**src/design/fsp_ram.sv**
```systemverilog
// generic simple dual-port ram with registered read
`timescale 1ns / 1ps
module fsp_ram #(
  parameter int WIDTH = 8,
  parameter int DEPTH = 32
) (
  input  logic                     clk,
  input  logic                     we,
  input  logic [$clog2(DEPTH)-1:0] waddr,
  input  logic [WIDTH-1:0]         wdata,
  input  logic                     re,
  input  logic [$clog2(DEPTH)-1:0] raddr,
  output logic [WIDTH-1:0]         rdata
);

  logic [WIDTH-1:0] mem [DEPTH];
  logic [WIDTH-1:0] rdata_r;

  always_ff @(posedge clk) begin
    if (we) begin
      mem[waddr] <= wdata;
    end
    if (re) begin
      rdata_r <= mem[raddr];
    end
  end

  assign rdata = rdata_r;

endmodule

```
**config.mk**
```make
export PLATFORM = sky130hd
export DESIGN_NAME = fsp_ram
export DESIGN_NICKNAME = d
export VERILOG_FILES = /design/src/design/fsp_ram.sv
export SDC_FILE = /design/constraint.sdc
export NUM_CORES = 1
export LEC_CHECK = 0
export BUFFER_PORTS_ARGS = -buffer_cell sky130_fd_sc_hd__buf_2
export CORE_MARGIN = 2
export CORE_UTILIZATION = 60
export DETAILED_ROUTE_END_ITERATION = 7
export PLACE_DENSITY = 0.77
export SYNTH_ARGS = -nofsm -noshare
export SYNTH_HDL_FRONTEND = slang
export SYNTH_SLANG_ARGS = --single-unit
export TNS_END_PERCENT = 20
```
**constraint.sdc**
```tcl
create_clock -name clk -period 3.6 [get_ports clk]
set_input_delay 0.54 -clock clk [delete_from_list [all_inputs] [get_ports clk]]
set_output_delay 0.54 -clock clk [all_outputs]
set_load 0.02 [all_outputs]
```
# After elaboration in Yosys (flattened, before gate mapping)
# Memories as Yosys holds them, arrays and structs flattened. A register that Yosys moved wholly into a read port is not among the register bits.
# Cells that the tools add are included.
[word_totals] input_bits=21 output_inout_bits=8 memories=1 ramBits=256 elab_cells=3 register_bits=0
[mem_list] name="mem" words=32 width=8 rd=1 rd_ports_with_merged_regs=1 wr=1 line_no="16" source="logic [WIDTH-1:0] mem [DEPTH];"
[op_classes] n_mux=2
[op_table] op="1-bit 2-to-1 mux" n=2

# Logic depth before layout (Yosys ltp)
# Gate-level depths: netlist of run 1.
[logic_depth] word_depth=2 mapped_depth=5 depth_no_buf=3

# Least setup slack after synthesis of run 1
# Ideal clock, no wire load.
[synth_timing] kind="input port to flip-flop" startpoint="input raddr[2]" endpoint="register rdata_r[0] (netlist: rdata[0]) (read register of mem) (data pin)" path_slack_ps=1118 cell_stages=5 setup_ps=260 n_path_buf=2 t_arrival_ps=2222 required_ps=3340 cell_sequence="clkbuf_1 -> clkbuf_1 -> mux4_2 -> mux4_2 -> mux2_2"
[synth_rtl] item="start, declared" line_no="12" source="input logic [$clog2(DEPTH)-1:0] raddr,"
[synth_rtl] item="end, declared" line_no="17" source="logic [WIDTH-1:0] rdata_r;"

==> insert_results.sql, run 1 <==
INSERT INTO impl_metrics (metric_group, metric, value, unit) VALUES
('outcome', 'status', 'complete, no violations', ''),
('hold_path', 'min_from', 're', ''),
('final_layout', 'nets', '479', ''),
('worst_setup_path', 'critPathLaunch', 'raddr[0]', ''),
('synthesis', 'synth_most_common_cell', 'sky130_fd_sc_hd__edfxtp_1', ''),
('sta', 'final_critical_path_share_of_the_clock_period', '66.4', '%'),
('final_layout', 'fraction_of_final_layout_cells_sized_beyond_drive_strength_1', '33.5', '%'),
('synthesis', 'synth_top_flop_cell', 'sky130_fd_sc_hd__edfxtp_1', ''),
('route', 'dr_total_vias', '4614', ''),
('sta', 'clock-skew-final', '0.0129', 'ns'),
('power_and_ir_drop', 'p_leak', '3.53', 'nW'),
('route', 'met3_wirelength_from_detailed_routing', '2070', 'µm'),
('cts', 'cts.hold.buffers_added', '0', ''),
('route', 'post_drt_via_cell_ratio', '6.64', ''),
('sta', 'final.min_clock_period', '2.39', 'ns'),
('floorplanning', 'design.core.area', '16500', 'µm²'),
('sta', 'setup_viol', '0', ''),
('route', 'totalWireLength', '20900', 'µm'),
('synthesis', 'ys_seq_area_share', '78.2', '%'),
('sta', 'rel_slew_slack', '34.4', '%'),
('global_routing', 'grt_util_all_layers', '24.3', '%'),
('global_routing', 'global_route.overflow_total', '0', ''),
('synthesis', 'synth-warning-count', '0', ''),
('cts', 'clock_tree.htree_level_count', '1', ''),
('worst_setup_path', 'cp-start-kind', 'input port', ''),
('global_routing', 'grt_antenna_before_repair', '0', ''),
('sta', 'max_slew.worst_pin.slew', '0.980', 'ns'),
('route', 'wl_per_cell', '30.1', 'µm'),
('route', 'drc', '0', ''),
('worst_setup_path', 'worst_ep_required_time', '3.87', 'ns'),
('flow_run', 'timing.max_cap.violations', '0', ''),
('sta', 'setup_repair_after_global_routing_missed_its_margin', 'false', ''),
('synthesis', 'synth_top_area_cell', 'sky130_fd_sc_hd__edfxtp_1', ''),
('worst_setup_path', 'critical_path_peak_fanout', '24', ''),
('synthesis', 'synth.net_count', '438', ''),
('route', 'route.antenna.remaining_nets', '0', ''),
('cts', 'clock_tree.buffer_depth', '3', ''),
('power_and_ir_drop', 'irDropWorstVdd', '418', 'µV'),
('synthesis', 'avgSynthCellArea', '24.3', 'µm²'),
('synthesis', 'async_reset_ff_share', '0', '%'),
('synthesis', 'mapped_area', '10100', 'µm²'),
('hold_path', 'min_path_type', 'in -> reg', ''),
('synthesis', 'netlist_instances', '417', ''),
('synthesis', 'synth_seq_cells', '264', ''),
('placed_design', 'place_hpwl', '12400', 'µm'),
('synthesis', 'synth.area.top_cells', 'sky130_fd_sc_hd__edfxtp_1, sky130_fd_sc_hd__mux4_2, sky130_fd_sc_hd__nor2_1', ''),
('final_layout', 'diodes', '0', ''),
('route', 'route.layer.met1.wl', '8610', 'µm'),
('cts', 'cts-buffers-inserted', '26', ''),
('route', 'dr_wl_met2', '9900', 'µm'),
('final_layout', 'growth_of_design_area_from_synthesis_to_finish', '11.9', '%'),
('cts', 'clock_latency_late_sink', '0.53', 'ns'),
('worst_setup_path', 'cp_data_arrival_time', '2.66', 'ns'),
('worst_setup_path', 'cp_endpoint_kind', 'flop', ''),
('cts', 'ctsRootBufferMaster', 'sky130_fd_sc_hd__clkbuf_16', ''),
('sta', 'maxSlewViolCount', '0', ''),
('floorplanning', 'dieHeight', '134', 'µm'),
('worst_setup_path', 'worstReg2RegStart', 'mem[12][4]', ''),
('floorplanning', 'num_io_pins', '29', ''),
('final_layout', 'post_layout_nonfiller_instances', '695', ''),
('cts', 'cts_post_setup_buffers_inserted', '0', ''),
('route', 'uppermost_signal_routing_layer_after_detailed_routing', 'met4', ''),
('synthesis', 'synthDistinctLibCells', '14', ''),
('sta', 'timing_limited_maximum_frequency', '418', 'MHz'),
('floorplanning', 'initial_core_util', '61.3', '%'),
('synthesis', 'synth_commonest_cells', 'sky130_fd_sc_hd__edfxtp_1, sky130_fd_sc_hd__mux4_2, sky130_fd_sc_hd__nor2_1', ''),
('worst_setup_path', 'timing_worst_setup_path_type', 'in -> reg', ''),
('floorplanning', 'die_area', '17900', 'µm²'),
('floorplanning', 'fp.dieW', '134', 'µm'),
('placed_design', 'place.port_buffers', '28', ''),
('synthesis', 'share_of_yosys_cell_area_claimed_by_the_top_area_cell_type', '78.2', '%');
path summary, 6_finish.rpt:
| kind | depth (start not counted) | slack, ns | to |
|---|---|---|---|
| worst min-delay path | 1 | 0.40 | rdata[0] |
| worst min register to register | 3 | 1.00 | rdata[2] |
| worst max register to register | 3 | 1.61 | rdata[4] |
| worst max-delay path | 5 | 1.21 | rdata[5] |
layout make-up:
cell class	instances	area (µm²)
clock buffers	31	669
repair buffers	33	218
multi-input cells	133	2100
well taps	220	275
fillers	966	5180
flip-flops and latches	264	7930
clock inverters	14	154
sequential cells by signal, summed over array words and instances (netlist names):
register / flops
rdata: 8
mem: 256
logic make-up (layout without fill, tap and decap cells):
kind of cell,after synthesis,after routing,share of synthesized area (%)
and+or+nand+nor,45,45,2.05
muxes,88,88,18.7
DFF,264,264,78.2
buffers and inverters,20,78,1.05
layer usage:
metal | global-route usage (%) | up-vias
met4 | 5.08 | 0
met1 | 38.2 | 2412
met5 | 0 | -
met3 | 3.82 | 26
li1 | - | 1873
met2 | 37.6 | 303
cell usage in the layout, fill, tap and decap left out, drive strengths merged:
cell type,n
or3,1
nor2,33
mux4,80
clkbuf,31
nand2,1
bufinv,3
buf,33
or3b,3
edfxtp,264
nand3b,5
mux2,8
nand3,2
clkinv,11
where the power goes:
group | switching [mW] | internal (mW)
combinational | 0.187 | 0.138
sequential | 0.0153 | 3.43
clock | 1.09 | 1.54
stage by stage:
stage	hold WS, ns	area (µm²)	utilization (%)	setup WS, ns	power, mW
6_report	0.398	11300	68.6	1.21	6.40
3_5_place_dp	0.930	10500	63.7	0.664	3.83
4_1_cts	0.386	11300	68.6	1.19	6.42
5_1_grt	0.389	11300	68.6	1.12	6.55
3_3_place_gp	0.929	10500	63.7	0.689	3.82
2_1_floorplan	0.639	10100	-	1.12	3.70
critical path, cell delays in order:
cell and delay, ns:
sky130_fd_sc_hd__buf_4 0.40, sky130_fd_sc_hd__buf_4 0.34, sky130_fd_sc_hd__mux4_2 0.54, sky130_fd_sc_hd__mux4_2 0.51, sky130_fd_sc_hd__mux2_2 0.30
(Power assumes the default switching activity.)
==> inputs of run 2 (changes only) <==
--- a/config.mk
+++ b/config.mk
@@ -5,11 +5,12 @@
 export SDC_FILE = /design/constraint.sdc
 export NUM_CORES = 1
 export LEC_CHECK = 0
+export ABC_AREA = 1
 export BUFFER_PORTS_ARGS = -buffer_cell sky130_fd_sc_hd__buf_2
 export CORE_MARGIN = 2
-export CORE_UTILIZATION = 60
+export CORE_UTILIZATION = 56
 export DETAILED_ROUTE_END_ITERATION = 7
-export PLACE_DENSITY = 0.77
+export PLACE_DENSITY = 0.76
 export SYNTH_ARGS = -nofsm -noshare
 export SYNTH_HDL_FRONTEND = slang
 export SYNTH_SLANG_ARGS = --single-unit
==> constraint.sdc (replaced) <==
create_clock -name clk -period 2 [get_ports clk]
set_input_delay 0.3 -clock clk [delete_from_list [all_inputs] [get_ports clk]]
set_output_delay 0.3 -clock clk [all_outputs]
set_load 0.02 [all_outputs]
==> insert_results.sql, run 2 <==
INSERT INTO impl_metrics (metric_group, metric, value, unit) VALUES
('outcome', 'status', 'complete, no violations', ''),
('route', 'route.layer.met1.wl', '10300', 'µm'),
('global_routing', 'grt_antenna_before_repair', '0', ''),
('synthesis', 'share_of_yosys_cell_area_claimed_by_the_top_area_cell_type', '73.0', '%'),
('cts', 'tritoncts_num_sinks', '264', ''),
('synthesis', 'synth_simple_gate_area_share', '22.9', '%'),
('sta', 'timing_limited_maximum_frequency', '678', 'MHz'),
('final_layout', 'fin_util', '64.9', '%'),
('sta', 'final.min_clock_period', '1.48', 'ns'),
('floorplanning', 'initial_core_util', '57.5', '%'),
('worst_setup_path', 'timing_worst_setup_path_type', 'reg -> out', ''),
('synthesis', 'avgSynthCellArea', '11.8', 'µm²'),
('sta', 'fin_setup_tns', '0', 'ns'),
('route', 'detailedRoute.firstPassIterationCount', '5', ''),
('route', 'drc', '0', ''),
('final_layout', 'layout_common_cells', 'sky130_fd_sc_hd__nand2_1, sky130_fd_sc_hd__edfxtp_1, sky130_fd_sc_hd__nand3_1', ''),
('synthesis', 'synth_commonest_cells', 'sky130_fd_sc_hd__nand2_1, sky130_fd_sc_hd__edfxtp_1, sky130_fd_sc_hd__nand3_1', ''),
('flow_run', 'timing.max_cap.violations', '0', ''),
('cts', 'clkTransAtPathRegs', '0.06', 'ns'),
('worst_setup_path', 'path_depth', '1', ''),
('placed_design', 'place.port_buffers', '28', ''),
('synthesis', 'mapped_area', '10900', 'µm²'),
('worst_setup_path', 'cp-start-kind', 'flop', ''),
('sta', 'maxSlewViolCount', '0', ''),
('synthesis', 'async_reset_ff_share', '0', '%'),
('route', 'route.antenna.remaining_nets', '0', ''),
('hold_path', 'hold_path_depth', '1', ''),
('route', 'met3_wirelength_from_detailed_routing', '1670', 'µm'),
('synthesis', 'ys_seq_area_share', '73.0', '%'),
('sta', 'setup_viol', '0', ''),
('route', 'totalWireLength', '24400', 'µm'),
('floorplanning', 'design.core.area', '18900', 'µm²'),
('global_routing', 'global_route.overflow_total', '0', ''),
('cts', 'cts_resized', '0', ''),
('route', 'dr_wl_met2', '11900', 'µm'),
('synthesis', 'synthAdderAreaFrac', '0', '%'),
('final_layout', 'largest-register', 'mem', ''),
('synthesis', 'synth-compound-area-share', '0', '%'),
('route', 'uppermost_signal_routing_layer_after_detailed_routing', 'met4', ''),
('placed_design', 'place_hpwl', '14500', 'µm'),
('cts', 'ctsRootBufferMaster', 'sky130_fd_sc_hd__clkbuf_16', ''),
('route', 'wl_per_cell', '19.4', 'µm'),
('placed_design', 'gp_congestion', '0.830', ''),
('placed_design', 'pre_cts_slack', '0.247', 'ns'),
('synthesis', 'synth_top_area_cell', 'sky130_fd_sc_hd__edfxtp_1', ''),
('worst_setup_path', 'worst_ep_required_time', '1.70', 'ns'),
('synthesis', 'synth_top_flop_cell', 'sky130_fd_sc_hd__edfxtp_1', ''),
('floorplanning', 'core.rowCount', '50', ''),
('global_routing', 'grt_util_all_layers', '24.6', '%'),
('sta', 'max_slew.worst_pin.slew', '0.744', 'ns'),
('cts', 'cts-buffers-inserted', '26', ''),
('synthesis', 'synth-warning-count', '0', ''),
('synthesis', 'netlist_instances', '922', ''),
('final_layout', 'fraction_of_final_layout_cells_sized_beyond_drive_strength_1', '12.2', '%'),
('sta', 'number_of_failing_hold_endpoints_at_the_final_stage', '0', ''),
('global_routing', 'grt_start_max_net_pins', '65', ''),
('power_and_ir_drop', 'power_density', '968', 'nW/µm²'),
('sta', 'rel_slew_slack', '50.4', '%'),
('worst_setup_path', 'cp_cell_sequence', 'buf_2', ''),
('cts', 'tritoncts_clock_tree', 'yes', ''),
('floorplanning', 'die_area', '20500', 'µm²'),
('synthesis', 'synth_edf_count', '264', ''),
('worst_setup_path', 'cp_num_buf_inv', '1', ''),
('worst_setup_path', 'worst_path_largest_cell_delay', '0.45', 'ns'),
('sta', 'minimum_setup_slack_in_the_final_design', '0.524', 'ns'),
('sta', 'clock-skew-final', '0.00883', 'ns'),
('synthesis', 'synthDistinctLibCells', '11', ''),
('final_layout', 'growth_of_design_area_from_synthesis_to_finish', '12.9', '%'),
('cts', 'clock_tree.buffer_depth', '3', ''),
('power_and_ir_drop', 'irDropWorstVdd', '736', 'µV'),
('worst_setup_path', 'crit_slowest_cell', 'sky130_fd_sc_hd__edfxtp_1', ''),
('worst_setup_path', 'critical-path-top-delay-family', 'flip-flops', ''),
('power_and_ir_drop', 'p_leak', '4.63', 'nW'),
('route', 'dr_total_vias', '7096', ''),
('floorplanning', 'num_io_pins', '29', ''),
('worst_setup_path', 'critical_path_peak_fanout', '1', ''),
('worst_setup_path', 'worst-r2r-setup-slack', '0.66', 'ns'),
('synthesis', 'synth_top_family_by_area', 'simple AND/OR/NAND/NOR gates', ''),
('synthesis', 'yosys.area_share.xor_xnor', '0', '%'),
('worst_setup_path', 'cp_endpoint_kind', 'output pin', ''),
('floorplanning', 'dieHeight', '143', 'µm'),
('global_routing', 'first_global_vias', '6943', ''),
('cts', 'clock_latency_late_sink', '0.52', 'ns'),
('synthesis', 'synth_seq_cells', '264', ''),
('final_layout', 'largest_register_ff_count', '256', ''),
('route', 'drt_first_iter_violations', '825', ''),
('synthesis', 'synth.net_count', '943', ''),
('final_layout', 'diodes', '0', ''),
('worst_setup_path', 'cp_data_arrival_time', '1.18', 'ns'),
('synthesis', 'synth_most_common_cell', 'sky130_fd_sc_hd__nand2_1', ''),
('global_routing', 'grt_first_pass_wirelength', '38100', 'µm'),
('final_layout', 'nets', '998', ''),
('worst_setup_path', 'r2r_cells', '8', ''),
('cts', 'cts_post_setup_buffers_inserted', '0', ''),
('sta', 'final_critical_path_share_of_the_clock_period', '73.8', '%'),
('route', 'post_drt_via_cell_ratio', '5.65', ''),
('synthesis', 'synth.area.top_cells', 'sky130_fd_sc_hd__edfxtp_1, sky130_fd_sc_hd__nand2_1, sky130_fd_sc_hd__nand3_1', ''),
('sta', 'setup_repair_after_global_routing_missed_its_margin', 'false', ''),
('synthesis', 'portion_of_netlist_area_occupied_by_mux_cells', '0', '%'),
('cts', 'cts.hold.buffers_added', '0', ''),
('cts', 'clock_tree.htree_level_count', '1', ''),
('floorplanning', 'fp.dieW', '143', 'µm'),
('final_layout', 'layout_commonest_cell', 'sky130_fd_sc_hd__nand2_1', ''),
('hold_path', 'min_path_type', 'in -> reg', '');
==> run 2: cell count changes in the layout (fill, tap and decap cells not counted), sizes merged, moves of 3 or more <==
cell | before | now
inv | 0 | 9
mux4 | 80 | 0
mux2 | 8 | 0
buf | 33 | 79
or3b | 3 | 0
nand3b | 5 | 0
nand2 | 1 | 360
nand3 | 2 | 204
clkinv | 11 | 16
==> run 2: metal layers <==
layer | track usage, % | vias up
met1 | 35.1 | 3419
met3 | 3.57 | 43
met5 | 0 | -
met2 | 40.3 | 312
li1 | - | 3322
met4 | 6.60 | 0
==> run 2: area by class of cell <==
class	instances	area, µm²
sequential	264	7930
timing repair buffer	79	613
fill	1425	6620
tap	260	325
multi-input combinational	596	2490
inverter	10	38.8
clock inverter	19	189
clock buffer	29	683
==> run 2: per-stage QoR <==
step / hold WS, ns / total power, mW / std cells / instance area [µm²]
6_report: 0.168 / 11.9 / 1257 / 12300
5_1_grt: 0.146 / 12.2 / 1257 / 12300
4_1_cts: 0.144 / 11.9 / 1257 / 12300
3_5_place_dp: 0.686 / 7.06 / 1209 / 11400
3_3_place_gp: 0.685 / 7.04 / 1209 / 11400
2_1_floorplan: 0.399 / 6.77 / 922 / 10900
==> run 2: worst paths after layout <==
kind,startpoint,to
max,rdata[3],rdata[3]
min,re,rdata[3]
max reg2reg,mem[5][0],rdata[0]
min reg2reg,mem[2][2],rdata[2]
==> run 2: cell families (layout without fill, tap and decap cells) <==
| family | Yosys count | count (layout) |
|---|---|---|
| buffers and inverters | 62 | 137 |
| DFF | 264 | 264 |
| and+or+nand+nor | 596 | 596 |
==> run 2: power breakdown <==
group / switching [mW] / leakage [nW] / total (mW) / internal, mW
logic: 0.540 / 1.81 / 0.749 / 0.208
registers: 0.0248 / 2.39 / 6.20 / 6.17
clock network: 1.97 / 0.439 / 4.93 / 2.96
total: 2.53 / 4.63 / 11.9 / 9.34
