$ cat src/design/fsp_pkg.sv
// shared types and constants of the strip packer
`timescale 1ns / 1ps
package fsp_pkg;

  localparam int MAX_RECTS = 32;
  localparam int SIZE_BITS = 24;
  localparam int IDX_W     = $clog2(MAX_RECTS);
  localparam int CNT_W     = $clog2(MAX_RECTS + 1);
  localparam int BASE_W    = 29;
  localparam int FILL_W    = 29;
  localparam int SHELF_W   = 5;
  localparam int ID_W      = 6;
  localparam int STAT_W    = 2;

  typedef enum logic [1:0] {
    CMD_INSERT = 2'd0,
    CMD_UNDO   = 2'd1,
    CMD_REPORT = 2'd2,
    CMD_NONE   = 2'd3
  } cmd_t;

  localparam logic [STAT_W-1:0] ST_OK    = 2'd0;
  localparam logic [STAT_W-1:0] ST_FULL  = 2'd1;
  localparam logic [STAT_W-1:0] ST_EMPTY = 2'd2;

  typedef struct packed {
    logic [SIZE_BITS-1:0] w;
    logic [SIZE_BITS-1:0] h;
  } rect_t;

  typedef struct packed {
    logic [IDX_W-1:0] slot;
    logic [IDX_W-1:0] shelf;
  } ord_t;

  typedef struct packed {
    logic [SIZE_BITS-1:0] tall;
    logic [FILL_W-1:0]    fill;
    logic [BASE_W-1:0]    base;
  } shelf_t;

  typedef struct packed {
    logic [STAT_W-1:0]    status;
    logic [SHELF_W-1:0]   shelf;
    logic [BASE_W-1:0]    bottom;
    logic [ID_W-1:0]      id;
    logic [SIZE_BITS-1:0] w;
    logic [SIZE_BITS-1:0] h;
    logic                 last;
  } res_t;

endpackage

$ cat src/design/fsp_out_reg.sv
// result output register between sequencer and result channel
`timescale 1ns / 1ps
module fsp_out_reg (
  input  logic          clk,
  input  logic          rst_n,
  input  logic          load,
  input  fsp_pkg::res_t din,
  input  logic          out_ready,
  output logic          free,
  output logic          out_valid,
  output fsp_pkg::res_t dout
);
  import fsp_pkg::*;

  logic valid_r, valid_nxt;
  res_t data_r;

  assign free = !valid_r || out_ready;

  always_comb begin
    valid_nxt = valid_r;
    if (load) begin
      valid_nxt = 1'b1;
    end else if (out_ready) begin
      valid_nxt = 1'b0;
    end
  end

  always_ff @(posedge clk) begin
    if (!rst_n) begin
      valid_r <= 1'b0;
    end else begin
      valid_r <= valid_nxt;
    end
  end

  always_ff @(posedge clk) begin
    if (load) begin
      data_r <= din;
    end
  end

  assign out_valid = valid_r;
  assign dout      = data_r;

endmodule

$ cat config.mk
export PLATFORM = sky130hd
export DESIGN_NAME = fsp_out_reg
export DESIGN_NICKNAME = d
export VERILOG_FILES = /design/src/design/fsp_pkg.sv /design/src/design/fsp_out_reg.sv
export SDC_FILE = /design/constraint.sdc
export NUM_CORES = 1
export LEC_CHECK = 0
export ABC_AREA = 1
export BUFFER_PORTS_ARGS = -buffer_cell sky130_fd_sc_hd__buf_4
export CAP_MARGIN = 5
export CORE_UTILIZATION = 44
export DETAILED_ROUTE_END_ITERATION = 16
export PLACE_DENSITY = 0.87
export SYNTH_ARGS = -nofsm -noshare
export SYNTH_HDL_FRONTEND = slang
export SYNTH_SLANG_ARGS = --single-unit
$ cat constraint.sdc
create_clock -name clk -period 1.4 [get_ports clk]
set_input_delay 0.28 -clock clk [delete_from_list [all_inputs] [get_ports clk]]
set_output_delay 0.28 -clock clk [all_outputs]
set_load 0.01 [all_outputs]
======== Word level (Yosys, flattened, before mapping) ========
Cells that the tools add are included.
word-level totals
  flip-flop bits (word level) ............. 92
  bits of input ports ..................... 95
cells by class
  mux-type cells .......................... 2
  reduce and logical (&&, ||, !) cells .... 3
operators by type and width
  kind                number
  1-bit 2-to-1 mux    2
  2-bit nonzero test  1
  1-bit zero test     1
  1-bit logical OR    1

======== Logic depth before layout (Yosys ltp) ========
Gate-level depths: netlist (run 1).
  depth after elaboration ................. 2
  depth in mapped cells ................... 3
  depth with buffers taken out ............ 3

======== Worst setup path after synthesis (run 1) ========
OpenSTA, ideal clock, no wires.
  path type ............................... reg2out
  from .................................... register valid_r (netlist: out_valid)
  to ...................................... output port free
  required time ........................... 1.120 ns
  arrival ................................. 0.464 ns
  path slack .............................. 0.656 ns
  cell stages (with the launch flop) ...... 2
  cells stage by stage .................... dfxtp_1 > nand2_2
on the way
  word-level cells in the longest chain between the ends .. 2
ends and longest elaborated chain
  element                 line               RTL
  from (decl)             fsp_out_reg.sv:15  logic valid_r, valid_nxt;
  from (signal assigned)  fsp_out_reg.sv:33  valid_r <= valid_nxt;
  1-bit zero test         fsp_out_reg.sv:18  assign free = !valid_r || out_ready;
  1-bit logical OR        fsp_out_reg.sv:18
  to (decl)               fsp_out_reg.sv:9   output logic free,
No other way between the ends.

======== Worst setup path after layout (run 1) ========
  from .................................... register data_r (netlist bit dout[11])
  to ...................................... output port dout[11] in the netlist's numbering
RTL lines
  element                 line               RTL
  from (decl)             fsp_out_reg.sv:16  res_t data_r;
  from (signal assigned)  fsp_out_reg.sv:39  data_r <= din;
  to (decl)               fsp_out_reg.sv:11  output fsp_pkg::res_t dout
No word-level cell between the ends.

==> results of run 1 <==
-- state kept, by name, summed over array words and instances, names as in the netlist --
register	flops
out_valid	1
dout	91
-- Yosys cell counts --
cell type  number
inv_1           3
edfxtp_1       91
dfxtp_1         1
nand2_2         1
a21oi_2         1
-- layout make-up --
cell class,instances,area [sq um]
sequential,92,2753
timing repair buffer,189,1444
fill,329,1340
clock inverter,7,210.2
clock buffer,9,123.9
tap,75,93.84
multi-input combinational,2,15.01
inverter,3,11.26
-- through the flow --
stage	setup WS [ns]	power, mW	instance area, sq um	util (%)
finish	0.1450	6.905	4651	77.63
global route	0.1056	7.087	4651	77.63
CTS	0.1144	6.951	4651	77.63
detailed placement	0.3765	4.123	4317	72.06
global placement	0.3989	4.083	4317	72.06
floorplan	0.6558	3.512	2779	-
-- power breakdown --
part           switching (mW)  leakage, nW  internal (mW)  total, mW
Combinational           0.308        0.937          0.422      0.729
Clock                   0.931        0.164           1.91       2.84
Sequential             0.0723        0.899           3.27       3.34
Total                    1.31         2.00           5.59       6.91
-- cell families after synthesis --
group           count (synthesis)
compound gates                  1
buf+inv                         3
simple gates                    1
flops                          92
-- path summary, 6_finish.rpt --
path	from	slack [ns]	cells past startpoint	endpoint
max	dout[11]$_DFFE_PP_	0.14	1	dout[11]
max reg2reg	out_valid$_SDFFE_PN0P_	0.76	2	out_valid$_SDFFE_PN0P_
min	din[40]	0.09	1	dout[40]$_DFFE_PP_
min reg2reg	out_valid$_SDFFE_PN0P_	0.51	2	out_valid$_SDFFE_PN0P_
-- layer usage --
metal	part of all wire [%]	wire, um	vias to the layer above
met5	0	0	-
met4	0.78	61	0
met3	9.1	705	6
met2	60	4679	112
met1	30	2331	830
li1	-	-	784
==> results.json, run 1 <==
{
  "crit_fanout": 1,
  "grt.overflow.total": 0,
  "synth.largest_area_cell": "edfxtp_1",
  "critPathKind": "reg2out",
  "grt-busiest-layer": "met2",
  "required_ns": 1.12,
  "htreeDepth": 3,
  "place.port_buffers": 187,
  "powerDensity_nw_per_um2": 1485,
  "syn_area_sq_um": 2779,
  "synth_top_family_by_area": "buffers and inverters",
  "max_slew_margin_pct": 80.52,
  "vdd_ir_drop_max_mv": 1.008,
  "cts_setup_buffers": 0,
  "crit_family": "flip-flops",
  "maxSlewViolCount": 0,
  "post-dp-hpwl_um": 5481,
  "cts_hold_buffers": 0,
  "nNetsFinal": 392,
  "antenna_cells": 0,
  "cts-resized-gates": 0,
  "clock_latency_ns": 0.35,
  "use_met1_pct": 21.64,
  "fin_skew_ns": 0,
  "drt-pass1-iter-count": 4,
  "startpoint_type": "flop",
  "fin_crit_sh_pct": 89.64,
  "rows": 28,
  "wire_per_inst_um": 20.63,
  "p_leak_nw": 1.999,
  "rsz0062_at_grt": "false",
  "synth_xor_area_share_pct": 0,
  "finalHoldViolations": 0,
  "final_cells": 377,
  "met3_usage_pct": 11.11,
  "cts_inserted_buffers": 9,
  "fmax_ghz": 0.7968,
  "drc": 0,
  "core-area_sq_um": 5991,
  "via_per_inst": 4.594,
  "synth_simple_gate_area_share_pct": 0.2251,
  "dr_total_vias": 1732,
  "cp_num_buf_inv": 1,
  "synth_fa_ha_area_share_pct": 0,
  "yosysSeqAreaShare_pct": 99.05,
  "cp.arrival_ns": 0.98,
  "setup_viol": 0,
  "gp_congestion": 0.6788,
  "placed_cells": 361,
  "start_util_pct": 46.39,
  "grt_max_degree": 55,
  "syn_inst": 97,
  "met2_usage_pct": 46.42,
  "layout_common_cells": "buf_4, edfxtp_1, clkbuf_8",
  "path_clk_slew_ns": 0.09,
  "cp-end-kind": "output pin",
  "worstMarginPinSlew_ns": 0.2922,
  "cap_violations": 0,
  "ys_ff_latch": 92,
  "cts_tree": "done",
  "ant_nets": 0,
  "die_area_sq_um": 6637,
  "die_h_um": 81.47,
  "cts_buffer_depth": 2,
  "post-route-min-period_ns": 1.255,
  "ys_types": 5,
  "hold_path.class": "in2reg",
  "synth_top_area_share_pct": 98.33,
  "cts.root.buffer_cell": "clkbuf_8",
  "crit_chain": "buf_4",
  "synth_area_leaders": "edfxtp_1, dfxtp_1, inv_1, a21oi_2, nand2_2",
  "synth_nets": 192,
  "cts.sink_count": 92,
  "synthMuxAreaShare_pct": 0,
  "die_x_um": 81.47,
  "wirelength_um": 7778,
  "cp_slowest_stage_delay_ns": 0.44,
  "synth-compound-area-share_pct": 0.3152,
  "antenna_found_initial": 0,
  "setup_tns_ns": 0,
  "drt-initial-drc-count": 85,
  "hold_slack_ns": 0.09197,
  "area_growth_pct": 67.36,
  "final_common_cell": "buf_4",
  "worst_path_max_delay_cell": "edfxtp_1",
  "avgSynthCellArea_sq_um": 28.65,
  "grt_pass1_wl_um": 10340,
  "status": "completed",
  "io_pins": 188,
  "drive_gt1_share_pct": 68.54,
  "grt_pass1_vias": 1861,
  "grt.total_usage_pct": 23.99,
  "ys_warn_count": 0
}
(Power assumes the default switching activity.)
==> run 2: changes to the inputs <==
CORE_UTILIZATION = 40   (was 44)
PLACE_DENSITY = 0.8   (was 0.87)
==> run 2 against run 1 <==
Hold slack better by 0.019 ns. Clock skew stayed put. Non-clock buffer count unchanged. Setup slack better by 0.074 ns. Cell count up 1.1%. Count of clock-buffer cells in the layout rose by 2. Via count fell by 3.8%. Cell area shrank 3.3%. Wire length decreased by 21%. Sequential share of layout area rose by 2.0 points. Critical endpoint is now dout[5]. Largest cell class unchanged. Largest power group unchanged.
==> results.json, run 2 (same netlist as run 1, synthesis figures left out) <==
{
  "antenna_cells": 0,
  "max_slew_margin_pct": 84.53,
  "cts_buffer_depth": 2,
  "core-area_sq_um": 6756,
  "final_common_cell": "buf_4",
  "cp-end-kind": "output pin",
  "cp_num_buf_inv": 1,
  "cap_violations": 0,
  "setup_ws_ns": 0.2185,
  "drt-pass1-iter-count": 6,
  "clock_latency_ns": 0.33,
  "startpoint_type": "flop",
  "crit_fanout": 1,
  "cp.arrival_ns": 0.90,
  "p_leak_nw": 1.921,
  "cts.sink_count": 92,
  "io_pins": 188,
  "rsz0062_at_grt": "false",
  "maxSlewViolCount": 0,
  "cts_tree": "done",
  "htreeDepth": 3,
  "path_clk_slew_ns": 0.08,
  "via_per_inst": 4.375,
  "dp_worst_setup_slack_ns": 0.3260,
  "start_util_pct": 41.13,
  "post-route-min-period_ns": 1.181,
  "die_h_um": 85.35,
  "die_x_um": 85.35,
  "power_mw": 5.648,
  "setup_viol": 0,
  "grt_pass1_vias": 1758,
  "setup_tns_ns": 0,
  "drt-initial-drc-count": 99,
  "grt_pass1_wl_um": 8956,
  "cts_inserted_buffers": 9,
  "cp_slowest_stage_delay_ns": 0.41,
  "powerDensity_nw_per_um2": 1256,
  "status": "completed",
  "wirelength_um": 6170,
  "grt_max_degree": 43,
  "fmax_ghz": 0.8464,
  "rows": 30,
  "worst_path_max_delay_cell": "edfxtp_1",
  "nNetsFinal": 392,
  "fin_crit_sh_pct": 84.39,
  "worstMarginPinSlew_ns": 0.2321,
  "layout_common_cells": "buf_4, edfxtp_1, clkbuf_8",
  "drc": 0,
  "cts-resized-gates": 0,
  "hold_path.class": "in2reg",
  "fin_skew_ns": 0,
  "area_growth_pct": 61.77,
  "vdd_ir_drop_max_mv": 1.010,
  "grt.overflow.total": 0,
  "fin_util_pct": 66.54,
  "wire_per_inst_um": 16.19,
  "cts.root.buffer_cell": "clkbuf_8",
  "finalHoldViolations": 0,
  "required_ns": 1.12,
  "gp_congestion": 0.6988,
  "post-dp-hpwl_um": 4720,
  "cts_hold_buffers": 0,
  "die_area_sq_um": 7285,
  "crit_family": "flip-flops",
  "crit_chain": "buf_4",
  "cts_setup_buffers": 0,
  "critPathKind": "reg2out",
  "dr_total_vias": 1667,
  "ant_nets": 0,
  "largest_register_ffs": 91,
  "drive_gt1_share_pct": 66.78,
  "place.port_buffers": 187,
  "grt.total_usage_pct": 17.10,
  "antenna_found_initial": 0
}
[run 2: cell types whose count changed in the layout (fill, tap and decap cells not counted)]
cell,previous run,this run
clkbuf_1,0,2
bufinv_16,7,1
clkinv_1,0,3
[run 2: path summary, 6_finish.rpt]
kind                     startpoint                     end  slack [ns]  depth (start not counted)
max               dout[5]$_DFFE_PP_                 dout[5]        0.22                          1
min                         din[51]      dout[51]$_DFFE_PP_        0.11                          1
max reg2reg  out_valid$_SDFFE_PN0P_  out_valid$_SDFFE_PN0P_        0.81                          2
min reg2reg  out_valid$_SDFFE_PN0P_  out_valid$_SDFFE_PN0P_        0.49                          2
[run 2: per-stage QoR]
stage               cells  area (sq um)  hold slack, ns
floorplan              97          2779          0.3789
global placement      366          4323          0.4585
detailed placement    366          4323          0.4594
CTS                   381          4496         0.09732
global route          381          4496         0.08668
finish                381          4496          0.1113
[run 2: layout make-up]
cell class / instances / area, sq um
multi-input combinational: 2 / 15.01
fill: 492 / 2261
tap: 80 / 100.1
inverter: 3 / 11.26
clock inverter: 4 / 41.29
timing repair buffer: 189 / 1444
sequential: 92 / 2753
clock buffer: 11 / 131.4
[run 2: power breakdown]
part	switching [mW]	leakage [nW]	internal, mW
clock network	0.815	0.0859	0.801
logic	0.285	0.937	0.420
registers	0.0624	0.899	3.26
total	1.16	1.92	4.49
[run 2: layer usage]
metal  vias up  global-route usage, %  wire [um]  share of wire (%)
met3        12                  7.782        706                 11
met1       758                  16.87       2040                 33
met4         0                  8.182        114                1.8
li1        783                      -          -                  -
met5         -                      0          0                  0
met2       114                  30.50       3309                 54
==> run 3: changes to the inputs <==
ABC_AREA = 0   (was 1)
CORE_UTILIZATION = 37   (was 40)
PLACE_DENSITY = 0.78   (was 0.8)
clock period = 1.05 ns   (was 1.4 ns; I/O delays follow)
==> run 3 against run 2 <==
The flow now finishes with violations (setup timing). Synthesized cell count is 2.1% lower. Clock skew unchanged. Register-to-register slack worse by 0.51 ns. Global-route usage down 1.4 points. Core utilization grew 1.6 points. Hold slack got worse by 0.075 ns. Synthesized area barely moved. Non-clock buffer count grew 2. Sequential power rose by 35%. Sequential share of layout area is 5.5 points lower.
==> results.json, run 3 <==
{
  "dr_total_vias": 1720,
  "synth-main-ff-cell": "edfxtp_1",
  "synth_most_common_cell": "edfxtp_1",
  "maxSlewViolCount": 0,
  "async_flop_share_pct": 0,
  "cap_violations": 0,
  "p_leak_nw": 2.066,
  "clock_latency_ns": 0.34,
  "cp.arrival_ns": 0.91,
  "avgSynthCellArea_sq_um": 29.28,
  "drc": 0,
  "setup_ws_ns": -0.06560,
  "startpoint_type": "flop",
  "crit_fanout": 1,
  "timing.rr.end": "out_valid$_SDFFE_PN0P_",
  "r2r_cells": 3,
  "yosysSeqAreaShare_pct": 98.97,
  "whs_path_depth": 1,
  "rows": 31,
  "drt-pass1-iter-count": 4,
  "cp_slowest_stage_delay_ns": 0.42,
  "antenna_cells": 0,
  "final_cell_area_sq_um": 4942,
  "drive_gt1_share_pct": 68.54,
  "synth_nets": 190,
  "nNetsFinal": 392,
  "crit_family": "flip-flops",
  "fin_crit_sh_pct": 106.2,
  "synth_area_leaders": "edfxtp_1, dfxtp_1, nand2b_4, a21boi_2, inv_1",
  "seq_power_share_pct": 54.0,
  "grt_max_degree": 47,
  "grt_pass1_wl_um": 8521,
  "ys_types": 5,
  "htreeDepth": 3,
  "synth.largest_area_cell": "edfxtp_1",
  "reg2reg_from": "out_valid$_SDFFE_PN0P_",
  "largest_register_ffs": 91,
  "area_growth_pct": 77.69,
  "io_pins": 188,
  "powerDensity_nw_per_um2": 1683,
  "path_clk_slew_ns": 0.09,
  "antenna_found_initial": 0,
  "via_per_inst": 4.289,
  "rsz0062_at_grt": "true",
  "required_ns": 0.84,
  "fmax_ghz": 0.8964,
  "worstMarginPinSlew_ns": 0.2432,
  "cts_inserted_buffers": 9,
  "core-area_sq_um": 7253,
  "grt.total_usage_pct": 15.66,
  "post-route-min-period_ns": 1.116,
  "synth_common_cells": "edfxtp_1, a21boi_2, dfxtp_1, inv_1, nand2b_4",
  "final_cells": 401,
  "worst_path_max_delay_cell": "edfxtp_1",
  "placed_cells": 384,
  "cts_tree": "done",
  "critPathKind": "reg2out",
  "crit_chain": "buf_6",
  "r2r_slack_ns": 0.30,
  "violations": "setup timing",
  "hold_path.class": "in2reg",
  "clkPwrFrac_pct": 32.6,
  "max_slew_margin_pct": 83.79,
  "grt_pass1_vias": 1772,
  "status": "finished, violations left",
  "hold_path_startpoint": "din[87]",
  "syn_inst": 95,
  "combPwrFrac_pct": 13.4,
  "ys_warn_count": 0,
  "syn_area_sq_um": 2781,
  "p_int_mw": 6.671,
  "fin_skew_ns": 0,
  "cts.sink_count": 92,
  "layout_common_cells": "buf_4, edfxtp_1, buf_6",
  "die_area_sq_um": 7868,
  "start_util_pct": 38.35,
  "die_x_um": 88.70,
  "setup_viol": 91,
  "cp-end-kind": "output pin",
  "cp_num_buf_inv": 1,
  "gp_congestion": 0.7863,
  "worst_hold_path.endpoint": "dout[87]$_DFFE_PP_",
  "cts_buffer_depth": 2,
  "cts.root.buffer_cell": "clkbuf_8",
  "p_sw_share_pct": 19.79,
  "grt.overflow.total": 0,
  "p_sw_mw": 1.646,
  "synth_top_area_share_pct": 98.25,
  "finalHoldViolations": 0,
  "synth_edf_count": 91,
  "postPlaceCellArea_sq_um": 4357,
  "die_h_um": 88.70,
  "drt-initial-drc-count": 66,
  "final_common_cell": "buf_4",
  "ys_ff_latch": 92,
  "wire_per_inst_um": 16.42,
  "place.port_buffers": 187,
  "ant_nets": 0,
  "wirelength_um": 6586,
  "vdd_ir_drop_max_mv": 1.379
}
run 3: cell count changes in the layout (fill, tap and decap cells not counted), sizes merged, moves of 2 or more:
cell	delta
buf	+2
bufinv	+2
clkinv	-3
inv	-2
run 3: kinds of logic (layout without fill, tap and decap cells):
kind of cell    after synthesis  in the layout  synth area share, %
buf+inv                       1            208               0.1348
simple gates                  1              1               0.4947
flops                        92             92                98.97
compound gates                1              1               0.4048
run 3: final cells by class:
| type | instances | area, sq um |
|---|---|---|
| clock buffer | 12 | 135.1 |
| clock inverter | 4 | 97.59 |
| fill | 490 | 2311 |
| inverter | 1 | 3.754 |
| multi-input combinational | 2 | 25.02 |
| sequential | 92 | 2756 |
| tap | 99 | 123.9 |
| timing repair buffer | 191 | 1800 |
run 3: worst max-delay path by stage:
stage	startpoint	end	slack, ns	depth (start not counted)
final	dout[17]$_DFFE_PP_	dout[17]	-0.07	1
after global routing	dout[17]$_DFFE_PP_	dout[17]	-0.11	1
after CTS	dout[52]$_DFFE_PP_	dout[52]	-0.07	1
after detailed placement	load	dout[75]$_DFFE_PP_	0.12	2
after global placement	load	dout[57]$_DFFE_PP_	0.13	2
after floorplan	out_valid$_SDFFE_PN0P_	free	0.36	1
run 3: what timing repair did:
action                                  in CTS  in global routing
endpoints found under the setup margin      93                 93
hold buffers                                 0                  0
buffers inserted                             0                  1
gates resized for setup                     49                 44
run 3: power groups by stage:
stage	registers [mW]	logic, mW	clock network, mW
floorplan	4.68	0.00853	0
global placement	4.51	0.937	0
detailed placement	4.52	0.954	0
CTS	4.47	1.04	2.78
global route	4.52	1.18	2.91
finish	4.49	1.11	2.71
run 3: routing by layer:
layer	vias up	GRT usage [%]	share of wire (%)
met5	-	0	0
met3	9	8.489	12
met2	114	27.27	55
met4	0	8.504	1.7
li1	783	-	-
met1	814	14.63	31
run 3: per-stage QoR:
step / worst slack [ns] / hold WS, ns / power [mW] / utilization, % / setup TNS, ns
3_3_place_gp: 0.1274 / 0.3878 / 5.446 / 60.07 / 0
2_1_floorplan: 0.3614 / 0.3089 / 4.684 / - / 0
3_5_place_dp: 0.1244 / 0.3895 / 5.474 / 60.07 / 0
4_1_cts: -0.07344 / 0.02086 / 8.282 / 65.78 / -3.823
5_1_grt: -0.1072 / 0.006626 / 8.607 / 68.14 / -6.598
6_report: -0.06560 / 0.03671 / 8.317 / 68.14 / -2.289
